$ cat src/rtl/t2fb_pkg.sv
package t2fb_pkg;

   localparam int ROW_BYTES_DEF   = 128;
   localparam int FRAME_BYTES_DEF = 1024;
   localparam int FB_ADDR_W       = 10;
   localparam int LINE_MAX        = 15;

   localparam logic [7:0] CODE_BAR     = 8'h7C;  // '|'
   localparam logic [7:0] CODE_SIZE1   = 8'h31;  // '1'
   localparam logic [7:0] CODE_SIZE2   = 8'h32;  // '2'
   localparam logic [7:0] CODE_SIZE4   = 8'h34;  // '4'
   localparam logic [7:0] CODE_FIRST   = 8'h20;
   localparam logic [7:0] CODE_LAST    = 8'h7E;

   localparam logic [1:0] SIZE_ONE  = 2'd0;
   localparam logic [1:0] SIZE_TWO  = 2'd1;
   localparam logic [1:0] SIZE_FOUR = 2'd2;

   typedef struct packed {
      logic [7:0] char_code;
      logic       new_text;
   } req_type;

   typedef struct packed {
      logic [FB_ADDR_W-1:0] fb_address;
      logic [7:0]           fb_data;
      logic                 last_write;
   } rsp_type;

   typedef struct packed {
      logic capture;
      logic decode;
      logic emit;
      logic flush;
   } cmd_type;

   typedef struct packed {
      logic glyph;
      logic emit_last;
      logic flush_done;
   } sts_type;

   // Each bit k of the nibble lands on bits 2k and 2k+1.
   function automatic logic [7:0] stretch_nibble(input logic [3:0] n);
      return {n[3], n[3], n[2], n[2], n[1], n[1], n[0], n[0]};
   endfunction

   // Five font columns, first column in the top byte.
   function automatic logic [39:0] glyph_bits(input logic [6:0] idx);
      logic [39:0] g;
      unique case (idx)
         7'd0:  g = 40'h00_00_00_00_00;
         7'd1:  g = 40'h00_00_5F_00_00;
         7'd2:  g = 40'h00_03_00_03_00;
         7'd3:  g = 40'h14_3E_14_3E_14;
         7'd4:  g = 40'h24_2A_7F_2A_12;
         7'd5:  g = 40'h43_33_08_66_61;
         7'd6:  g = 40'h36_49_55_22_50;
         7'd7:  g = 40'h00_05_03_00_00;
         7'd8:  g = 40'h00_1C_22_41_00;
         7'd9:  g = 40'h00_41_22_1C_00;
         7'd10: g = 40'h14_08_3E_08_14;
         7'd11: g = 40'h08_08_3E_08_08;
         7'd12: g = 40'h00_50_30_00_00;
         7'd13: g = 40'h08_08_08_08_08;
         7'd14: g = 40'h00_60_60_00_00;
         7'd15: g = 40'h20_10_08_04_02;
         7'd16: g = 40'h3E_51_49_45_3E;
         7'd17: g = 40'h00_04_02_7F_00;
         7'd18: g = 40'h42_61_51_49_46;
         7'd19: g = 40'h22_41_49_49_36;
         7'd20: g = 40'h18_14_12_7F_10;
         7'd21: g = 40'h27_45_45_45_39;
         7'd22: g = 40'h3E_49_49_49_32;
         7'd23: g = 40'h01_01_71_09_07;
         7'd24: g = 40'h36_49_49_49_36;
         7'd25: g = 40'h26_49_49_49_3E;
         7'd26: g = 40'h00_36_36_00_00;
         7'd27: g = 40'h00_56_36_00_00;
         7'd28: g = 40'h08_14_22_41_00;
         7'd29: g = 40'h14_14_14_14_14;
         7'd30: g = 40'h00_41_22_14_08;
         7'd31: g = 40'h02_01_51_09_06;
         7'd32: g = 40'h3E_41_59_55_5E;
         7'd33: g = 40'h7E_09_09_09_7E;
         7'd34: g = 40'h7F_49_49_49_36;
         7'd35: g = 40'h3E_41_41_41_22;
         7'd36: g = 40'h7F_41_41_41_3E;
         7'd37: g = 40'h7F_49_49_49_41;
         7'd38: g = 40'h7F_09_09_09_01;
         7'd39: g = 40'h3E_41_41_49_3A;
         7'd40: g = 40'h7F_08_08_08_7F;
         7'd41: g = 40'h00_41_7F_41_00;
         7'd42: g = 40'h30_40_40_40_3F;
         7'd43: g = 40'h7F_08_14_22_41;
         7'd44: g = 40'h7F_40_40_40_40;
         7'd45: g = 40'h7F_02_0C_02_7F;
         7'd46: g = 40'h7F_02_04_08_7F;
         7'd47: g = 40'h3E_41_41_41_3E;
         7'd48: g = 40'h7F_09_09_09_06;
         7'd49: g = 40'h1E_21_21_21_5E;
         7'd50: g = 40'h7F_09_09_09_76;
         7'd51: g = 40'h26_49_49_49_32;
         7'd52: g = 40'h01_01_7F_01_01;
         7'd53: g = 40'h3F_40_40_40_3F;
         7'd54: g = 40'h1F_20_40_20_1F;
         7'd55: g = 40'h7F_20_10_20_7F;
         7'd56: g = 40'h41_22_1C_22_41;
         7'd57: g = 40'h07_08_70_08_07;
         7'd58: g = 40'h61_51_49_45_43;
         7'd59: g = 40'h00_7F_41_00_00;
         7'd60: g = 40'h02_04_08_10_20;
         7'd61: g = 40'h00_00_41_7F_00;
         7'd62: g = 40'h04_02_01_02_04;
         7'd63: g = 40'h40_40_40_40_40;
         7'd64: g = 40'h00_01_02_04_00;
         7'd65: g = 40'h20_54_54_54_78;
         7'd66: g = 40'h7F_44_44_44_38;
         7'd67: g = 40'h38_44_44_44_44;
         7'd68: g = 40'h38_44_44_44_7F;
         7'd69: g = 40'h38_54_54_54_18;
         7'd70: g = 40'h04_04_7E_05_05;
         7'd71: g = 40'h08_54_54_54_3C;
         7'd72: g = 40'h7F_08_04_04_78;
         7'd73: g = 40'h00_44_7D_40_00;
         7'd74: g = 40'h20_40_44_3D_00;
         7'd75: g = 40'h7F_10_28_44_00;
         7'd76: g = 40'h00_41_7F_40_00;
         7'd77: g = 40'h7C_04_78_04_78;
         7'd78: g = 40'h7C_08_04_04_78;
         7'd79: g = 40'h38_44_44_44_38;
         7'd80: g = 40'h7C_14_14_14_08;
         7'd81: g = 40'h08_14_14_14_7C;
         7'd82: g = 40'h00_7C_08_04_04;
         7'd83: g = 40'h48_54_54_54_20;
         7'd84: g = 40'h04_04_3F_44_44;
         7'd85: g = 40'h3C_40_40_20_7C;
         7'd86: g = 40'h1C_20_40_20_1C;
         7'd87: g = 40'h3C_40_30_40_3C;
         7'd88: g = 40'h44_28_10_28_44;
         7'd89: g = 40'h0C_50_50_50_3C;
         7'd90: g = 40'h44_64_54_4C_44;
         7'd91: g = 40'h00_08_36_41_41;
         7'd92: g = 40'h00_00_7F_00_00;
         7'd93: g = 40'h41_41_36_08_00;
         7'd94: g = 40'h48_64_54_48_00;
         default: g = 40'h00_00_00_00_00;
      endcase
      return g;
   endfunction

endpackage

$ cat src/rtl/t2fb_ctrl.sv
module t2fb_ctrl (
   input  logic              clock,
   input  logic              reset,
   input  logic              req_valid,
   output logic              req_ready,
   output t2fb_pkg::cmd_type cmd,
   input  t2fb_pkg::sts_type sts
);
   import t2fb_pkg::*;

   typedef enum logic [3:0] {
      ST_IDLE  = 4'b0001,
      ST_LOAD  = 4'b0010,
      ST_EMIT  = 4'b0100,
      ST_FLUSH = 4'b1000
   } state_type;

   state_type state_ff, state_in;

   always_comb begin
      state_in    = state_ff;
      cmd         = '0;
      req_ready   = 1'b0;
      unique case (state_ff)
         ST_IDLE: begin
            req_ready   = 1'b1;
            cmd.capture = req_valid;
            if (req_valid) state_in = ST_LOAD;
         end
         ST_LOAD: begin
            cmd.decode = 1'b1;
            state_in   = sts.glyph ? ST_EMIT : ST_IDLE;
         end
         ST_EMIT: begin
            cmd.emit = 1'b1;
            if (sts.emit_last) state_in = ST_FLUSH;
         end
         ST_FLUSH: begin
            cmd.flush = 1'b1;
            if (sts.flush_done) state_in = ST_IDLE;
         end
         default: state_in = ST_IDLE;
      endcase
   end

   always_ff @(posedge clock) begin
      if (reset) state_ff <= ST_IDLE;
      else       state_ff <= state_in;
   end

endmodule

$ cat config.mk
export PLATFORM = sky130hd
export DESIGN_NAME = t2fb_ctrl
export DESIGN_NICKNAME = d
export VERILOG_FILES = /design/src/rtl/t2fb_pkg.sv /design/src/rtl/t2fb_ctrl.sv
export SDC_FILE = /design/constraint.sdc
export NUM_CORES = 1
export LEC_CHECK = 0
export BUFFER_PORTS_ARGS = -buffer_cell sky130_fd_sc_hd__buf_2
export CAP_MARGIN = 20
export CORE_AREA = 2 2 39 41
export CTS_BUF_LIST = sky130_fd_sc_hd__clkbuf_4
export DETAILED_ROUTE_END_ITERATION = 8
export DIE_AREA = 0 0 41 43
export SYNTH_ARGS = -nofsm -noshare
export SYNTH_HDL_FRONTEND = slang
export SYNTH_SLANG_ARGS = --single-unit
$ cat constraint.sdc
create_clock -name clock -period 1.2 [get_ports clock]
set_input_delay 0.18 -clock clock [delete_from_list [all_inputs] [get_ports clock]]
set_output_delay 0.18 -clock clock [all_outputs]
set_load 0.02 [all_outputs]
==> PnR_summary.wiki, run 1 <==
{| class="wikitable"
! Metric !! Value
|-
| Outcome || finished, violations left
|-
| Failing checks || setup timing
|-
| Number of iterations in the first detailed-routing pass || 1
|-
| Vias in the first global route || 242
|-
| Per-cell routed wire length || 9.92 um
|-
| Kind of path behind the tightest hold check || primary input to flip-flop
|-
| Floorplan core area || 1380 sq um
|-
| Final worst path period share || 111%
|-
| Kind of launch point of the worst setup path || flip-flop
|-
| Drt drc || 0
|-
| Most area-hungry cell type in the Yosys netlist || sky130_fd_sc_hd__dfxtp_1
|-
| Vias per cell || 4.26
|-
| Primary flip-flop cell chosen by synthesis mapping || sky130_fd_sc_hd__dfxtp_1
|-
| Synthesis warning total || 0
|-
| Type of element capturing the critical path || output port
|-
| Number of clock sinks || 4
|-
| Max-Cap Viols || 0
|-
| Count of inserted antenna diode cells || 0
|-
| Floorplan die height || 43 um
|-
| Ports || 11
|-
| Largest regs || state_ff x4
|-
| Netlist Area Pre-Place || 245 sq um
|-
| Clock tree skew after final layout || 1.54 ps
|-
| Upper clock frequency limit || 749 MHz
|-
| Area growth, synth to finish || 89.3%
|-
| Power density of the placed cells || 869 nW/um^2
|-
| Gate family responsible for the most delay along the worst path || simple AND/OR/NAND/NOR gates
|-
| GRT Resource Usage Total || 8.83%
|-
| FP Rows || 14
|-
| Sequential-to-total area share from yosys stat || 32.7%
|-
| CP Cell Sequence || nor4b_4, nand2_1, inv_2, buf_6
|-
| Leakage power of the design || 0.199 nW
|-
| Asr flop ratio synth || 0%
|-
| Relative slew slack || 83.7%
|-
| Transition time at the pin with the least slew margin || 244 ps
|-
| CTS tree || done
|-
| Fraction of final layout cells sized beyond drive strength 1 || 73.9%
|-
| Wire length of the first global-routing pass || 959 um
|-
| Worst hold slack after final layout || 169 ps
|-
| Most common cell in the netlist || sky130_fd_sc_hd__dfxtp_1
|-
| Iteration-0 DRC Markers || 0
|-
| Maximum fanout encountered on the critical timing path || 4
|-
| Worst Path Arrival || 1160 ps
|-
| Critical-path cell with the highest stage delay || sky130_fd_sc_hd__dfxtp_4
|-
| Count of nets left with antenna violations after detail routing || 0
|-
| Crit path buffers/inverters || 2
|-
| Count of unique library cells instantiated by Yosys || 15
|-
| Final RePlAce weighted congestion || 0.661
|-
| WP data required || 1020 ps
|-
| Post-route setup slack || -136 ps
|-
| Number of flops mapped to enable cells by yosys || 0
|-
| Number of endpoints failing setup at the final stage || 6
|-
| Initial core utilization || 17.7%
|-
| CTS Buf Count || 3
|-
| Register with the highest flop count || state_ff
|-
| Worst setup slack before clock tree synthesis || -4.09 ps
|-
| Avg Synthesized Cell Area || 9.43 sq um
|-
| Final wirelength || 615 um
|-
| Clock latency at the later pin of the worst-skew pair || 230 ps
|-
| Number of flip-flops under the largest register name || 4
|-
| Port Buffer Count || 10
|-
| Post-synthesis net count || 32
|-
| DIE WIDTH || 41 um
|-
| Post-layout nets || 54
|-
| Clock Tree Root || sky130_fd_sc_hd__clkbuf_4
|-
| Unrepaired setup endpoints after global routing || true
|-
| Aggregate negative setup slack || -511 ps
|-
| Routed vias || 264
|-
| Top cells by area in the synthesized netlist || sky130_fd_sc_hd__dfxtp_1 33%, sky130_fd_sc_hd__nor4b_4 19%, sky130_fd_sc_hd__nor4_1 7.7%
|-
| Clock transition at path regs || 30 ps
|-
| H-tree levels || 1
|-
| Global route overflow || 0
|-
| Maximum number of pins on one net before global-route repair || 10
|-
| Final Critical Period || 1340 ps
|-
| Synth Register Bits || 4
|-
| Number of antenna violations at the first check in global routing || 0
|-
| Path type of the worst setup path || flip-flop to output port
|-
| List of most frequent post-synthesis cells || 4 x sky130_fd_sc_hd__dfxtp_1, 3 x sky130_fd_sc_hd__nor2_1, 3 x sky130_fd_sc_hd__nor4_1
|-
| Number of hold violations in the final report || 0
|-
| Yosys top cell area share || 32.7%
|-
| Delay of the slowest cell on the worst path || 350 ps
|-
| Number of instances in the synthesized netlist || 26
|-
| Max-slew violation count || 0
|-
| Die Footprint || 1760 sq um
|-
| Maximum count of clock buffers along a single path || 2
|-
| Worst VDD drop || 358 uV
|}
## worst reg2reg max path: stages (launching register included)
cell and delay [ps]:
sky130_fd_sc_hd__dfxtp_4 350, sky130_fd_sc_hd__nor4b_4 290, sky130_fd_sc_hd__buf_4 170, sky130_fd_sc_hd__buf_6 80, sky130_fd_sc_hd__a21oi_2 40, sky130_fd_sc_hd__a21o_1 180
## per-layer routing
metal | share of wire (%) | global-route usage (%) | vias to the layer above
met1 | 40 | 8.65 | 119
met3 | 3.4 | 1.57 | 2
met5 | 0 | 0 | -
met2 | 55 | 12.5 | 4
met4 | 1.3 | 12.0 | 0
li1 | - | - | 139
## cells in the final DEF, fill, tap and decap left out, types with 2 or more instances in the layout
cell / count
sky130_fd_sc_hd__buf_4: 8
sky130_fd_sc_hd__buf_2: 5
sky130_fd_sc_hd__buf_6: 5
sky130_fd_sc_hd__clkbuf_4: 3
sky130_fd_sc_hd__dfxtp_4: 3
sky130_fd_sc_hd__nor2_4: 2
sky130_fd_sc_hd__nor4b_4: 2
sky130_fd_sc_hd__nor3b_1: 2
sky130_fd_sc_hd__nor4_1: 2
## final timing paths
| kind | slack (ps) | cells after the start | to | from |
|---|---|---|---|---|
| worst max-delay path | -140 | 4 | cmd[3] | state_ff[3]$_SDFFE_PP0P_ |
| worst min-delay path | 170 | 2 | state_ff[1]$_SDFFE_PP0P_ | reset |
| worst max register to register | -10 | 5 | state_ff[0]$_SDFFE_PP1P_ | state_ff[3]$_SDFFE_PP0P_ |
| worst min register to register | 500 | 1 | state_ff[2]$_SDFFE_PP0P_ | state_ff[0]$_SDFFE_PP1P_ |
## report_power, final
group	total (mW)	switching, mW	internal, mW
Sequential	0.149	0.0142	0.135
Clock	0.159	0.0477	0.111
Combinational	0.0957	0.0381	0.0576
## area by class of cell
cell class              count  area, sq um
multi-input cells          19          180
clock buffers               3         22.5
fillers                   147          920
repair buffers             18          141
flip-flops and latches      4         92.6
inverters                   2         7.51
well taps                  16         20.0
## logic make-up (layout without fill, tap and decap cells)
logic type      count (synthesis)  in the layout  synth area share [%]
compound gates                  5              5                  11.7
buf+inv                         3             23                  6.12
flops                           4              4                  32.7
simple gates                   14             14                  49.5
## through the flow
step / instances / area [sq um] / util (%) / power [mW]
2_1_floorplan: 26 / 259 / - / 0.189
3_3_place_gp: 52 / 325 / 23.5 / 0.207
3_5_place_dp: 52 / 325 / 23.5 / 0.208
4_1_cts: 61 / 439 / 31.7 / 0.407
5_1_grt: 62 / 464 / 33.5 / 0.429
6_report: 62 / 464 / 33.5 / 0.403
## what timing repair did
| action | in CTS | in global routing |
|---|---|---|
| buffers inserted | 6 | 1 |
| gates cloned | 0 | 0 |
| hold buffers | 0 | 0 |
| pin swaps | 6 | 3 |
| setup endpoints to repair | 5 | 6 |
| resized for setup | 15 | 5 |
Power figures use the tool's default switching activity.
==> run 2, diff against run 1 <==
--- a/config.mk
+++ b/config.mk
@@ -7,10 +7,14 @@
 export LEC_CHECK = 0
 export BUFFER_PORTS_ARGS = -buffer_cell sky130_fd_sc_hd__buf_2
 export CAP_MARGIN = 20
+export CELL_PAD_IN_SITES_DETAIL_PLACEMENT = 0
+export CELL_PAD_IN_SITES_GLOBAL_PLACEMENT = 1
 export CORE_AREA = 2 2 39 41
 export CTS_BUF_LIST = sky130_fd_sc_hd__clkbuf_4
 export DETAILED_ROUTE_END_ITERATION = 8
 export DIE_AREA = 0 0 41 43
+export HOLD_SLACK_MARGIN = 0.03
+export PLACE_DENSITY_LB_ADDON = 0.1
 export SYNTH_ARGS = -nofsm -noshare
 export SYNTH_HDL_FRONTEND = slang
 export SYNTH_SLANG_ARGS = --single-unit
==> PnR_summary.wiki, run 2 (synthesized netlist as in run 1, its figures left out) <==
{| class="wikitable"
! Metric !! Value
|-
| Outcome || finished, violations left
|-
| Failing checks || setup timing
|-
| Final Critical Period || 1330 ps (-1.08 ps)
|-
| Count of inserted antenna diode cells || 0 (unchanged)
|-
| Drt drc || 0 (unchanged)
|-
| Source of the critical timing path || state_ff[2]$_SDFFE_PP0P_
|-
| Worst VDD drop || 377 uV (+5.3%)
|-
| Upper clock frequency limit || 749 MHz (about the same)
|-
| Fraction of final layout cells sized beyond drive strength 1 || 76.5% (+2.6 points)
|-
| Vias per cell || 4.52 (+6.2%)
|-
| Aggregate negative setup slack || -530 ps (-19.1 ps)
|-
| CTS tree || done
|-
| Number of antenna violations at the first check in global routing || 0 (unchanged)
|-
| Transition time at the pin with the least slew margin || 227 ps (-17.6 ps)
|-
| Clock tree skew after final layout || 1.75 ps (+0.217 ps)
|-
| Die Footprint || 1760 sq um (unchanged)
|-
| Port Buffer Count || 10 (unchanged)
|-
| Power density of the placed cells || 815 nW/um^2 (-6.2%)
|-
| Detailed placement HPWL || 492 um
|-
| Final std cells w/o fill || 67 (+8.1%)
|-
| Final RePlAce weighted congestion || 0.636 (-3.7%)
|-
| Area growth, synth to finish || 111%
|-
| Post-layout nets || 59 (+9.3%)
|-
| Top library cells by usage in the layout, fill and taps aside || 11 x sky130_fd_sc_hd__buf_4, 7 x sky130_fd_sc_hd__buf_6, 5 x sky130_fd_sc_hd__buf_2
|-
| GRT Resource Usage Total || 9.84% (+1.0 points)
|-
| Total Power || 0.421 mW (+4.4%)
|-
| Kind of launch point of the worst setup path || flip-flop
|-
| Wire length of the first global-routing pass || 1.11 mm (+16%)
|-
| CP Cell Sequence || nor4b_4, nand2_1, inv_2, buf_6
|-
| Final wirelength || 733 um (+19%)
|-
| H-tree levels || 1 (unchanged)
|-
| Hold path startpoint || reset
|-
| Global route overflow || 0 (unchanged)
|-
| Unrepaired setup endpoints after global routing || true
|-
| Iteration-0 DRC Markers || 5 (+5)
|-
| Launching point of the worst reg2reg path || state_ff[2]$_SDFFE_PP0P_
|-
| Relative slew slack || 84.8% (+1.1 points)
|-
| Leakage power of the design || 0.228 nW (+15%)
|-
| Post-route setup slack || -135 ps (+1.08 ps)
|-
| Maximum number of pins on one net before global-route repair || 8 (-2)
|-
| Number of iterations in the first detailed-routing pass || 4 (+3)
|-
| Initial core utilization || 17.7% (unchanged)
|-
| Count of nets left with antenna violations after detail routing || 0 (unchanged)
|-
| Max-Cap Viols || 0 (unchanged)
|-
| Clock Tree Root || sky130_fd_sc_hd__clkbuf_4
|-
| Routed vias || 303 (+15%)
|-
| Path type of the worst setup path || flip-flop to output port
|-
| Number of endpoints failing setup at the final stage || 5 (-1)
|-
| Number of hold violations in the final report || 0 (unchanged)
|-
| Vias in the first global route || 281 (+16%)
|-
| Number of clock sinks || 4 (unchanged)
|-
| Critical-path cell with the highest stage delay || sky130_fd_sc_hd__dfxtp_4
|-
| Number of flip-flops under the largest register name || 4 (unchanged)
|-
| Crit path buffers/inverters || 2 (unchanged)
|-
| WP data required || 1020 ps (about the same)
|-
| Setup slack on the worst flop-to-flop path || 0 ps (about the same)
|-
| Final worst path period share || 111% (about the same)
|-
| DIE WIDTH || 41 um (unchanged)
|-
| Placed cell count || 54 (+3.8%)
|-
| Clock latency at the later pin of the worst-skew pair || 230 ps (about the same)
|-
| Ports || 11 (unchanged)
|-
| Per-cell routed wire length || 10.9 um (+10%)
|-
| Floorplan die height || 43 um (unchanged)
|-
| CTS Buf Count || 3 (unchanged)
|-
| Clock transition at path regs || 40 ps (about the same)
|-
| Worst Path Arrival || 1150 ps (about the same)
|-
| FP Rows || 14 (unchanged)
|-
| Type of element capturing the critical path || output port
|-
| Gate family responsible for the most delay along the worst path || simple AND/OR/NAND/NOR gates
|-
| Maximum fanout encountered on the critical timing path || 3 (-1)
|-
| Post-CTS Hold Fix Bufs || 0 (unchanged)
|-
| Kind of path behind the tightest hold check || primary input to flip-flop
|-
| Register with the highest flop count || state_ff
|-
| Largest regs || state_ff x4
|-
| Max-slew violation count || 0 (unchanged)
|-
| Delay of the slowest cell on the worst path || 350 ps (about the same)
|-
| Maximum count of clock buffers along a single path || 2 (unchanged)
|-
| Floorplan core area || 1380 sq um (unchanged)
|-
| Most common library cell in the layout ignoring fill and taps || sky130_fd_sc_hd__buf_4
|}
run 2: final timing paths:
path | end | cells after the start
worst max-delay path | cmd[3] | 4
worst min-delay path | state_ff[1]$_SDFFE_PP0P_ | 2
worst max register to register | state_ff[0]$_SDFFE_PP1P_ | 7
worst min register to register | state_ff[2]$_SDFFE_PP0P_ | 1
run 2: metal layers:
metal	GRT usage (%)	routed length (um)	vias to the layer above
met2	15.0	418	5
li1	-	-	151
met4	8.00	5	0
met5	0	0	-
met3	3.14	32	2
met1	10.3	277	145
run 2: metrics by stage:
stage               utilization (%)  hold slack [ps]  setup WS [ps]  cell area [sq um]
floorplan                         -              250          -47.7                259
CTS                            34.4              136           -154                475
global route                   37.3              143           -203                517
global placement               24.6              400           29.7                340
detailed placement             24.6              397          -11.3                340
finish                         37.3              141           -135                517
run 2: area by class of cell:
class                      count  area [sq um]
timing repair buffer          23           186
tap                           16          20.0
fill                         158           867
multi-input combinational     19           185
sequential                     4          95.1
inverter                       2          7.51
clock buffer                   3          22.5
run 2: worst register-to-register path, stage by stage (launching register included):
cell and delay [ps]:
sky130_fd_sc_hd__dfxtp_4 350, sky130_fd_sc_hd__buf_6 130, sky130_fd_sc_hd__nor2_4 100, sky130_fd_sc_hd__buf_4 110, sky130_fd_sc_hd__buf_4 90, sky130_fd_sc_hd__buf_4 90
sky130_fd_sc_hd__o21ai_1 50, sky130_fd_sc_hd__a21o_1 170
run 2: power by group:
group | internal [mW] | total, mW | switching, mW
Clock | 0.112 | 0.161 | 0.0497
Sequential | 0.133 | 0.145 | 0.0116
Combinational | 0.0706 | 0.115 | 0.0444
run 2: what timing repair did:
action | in CTS | in global routing
hold endpoints to repair | 0 | 0
setup endpoints to repair | 5 | 7
gates resized for setup | 17 | 6
pin swaps | 4 | 4
setup buffers | 8 | 5
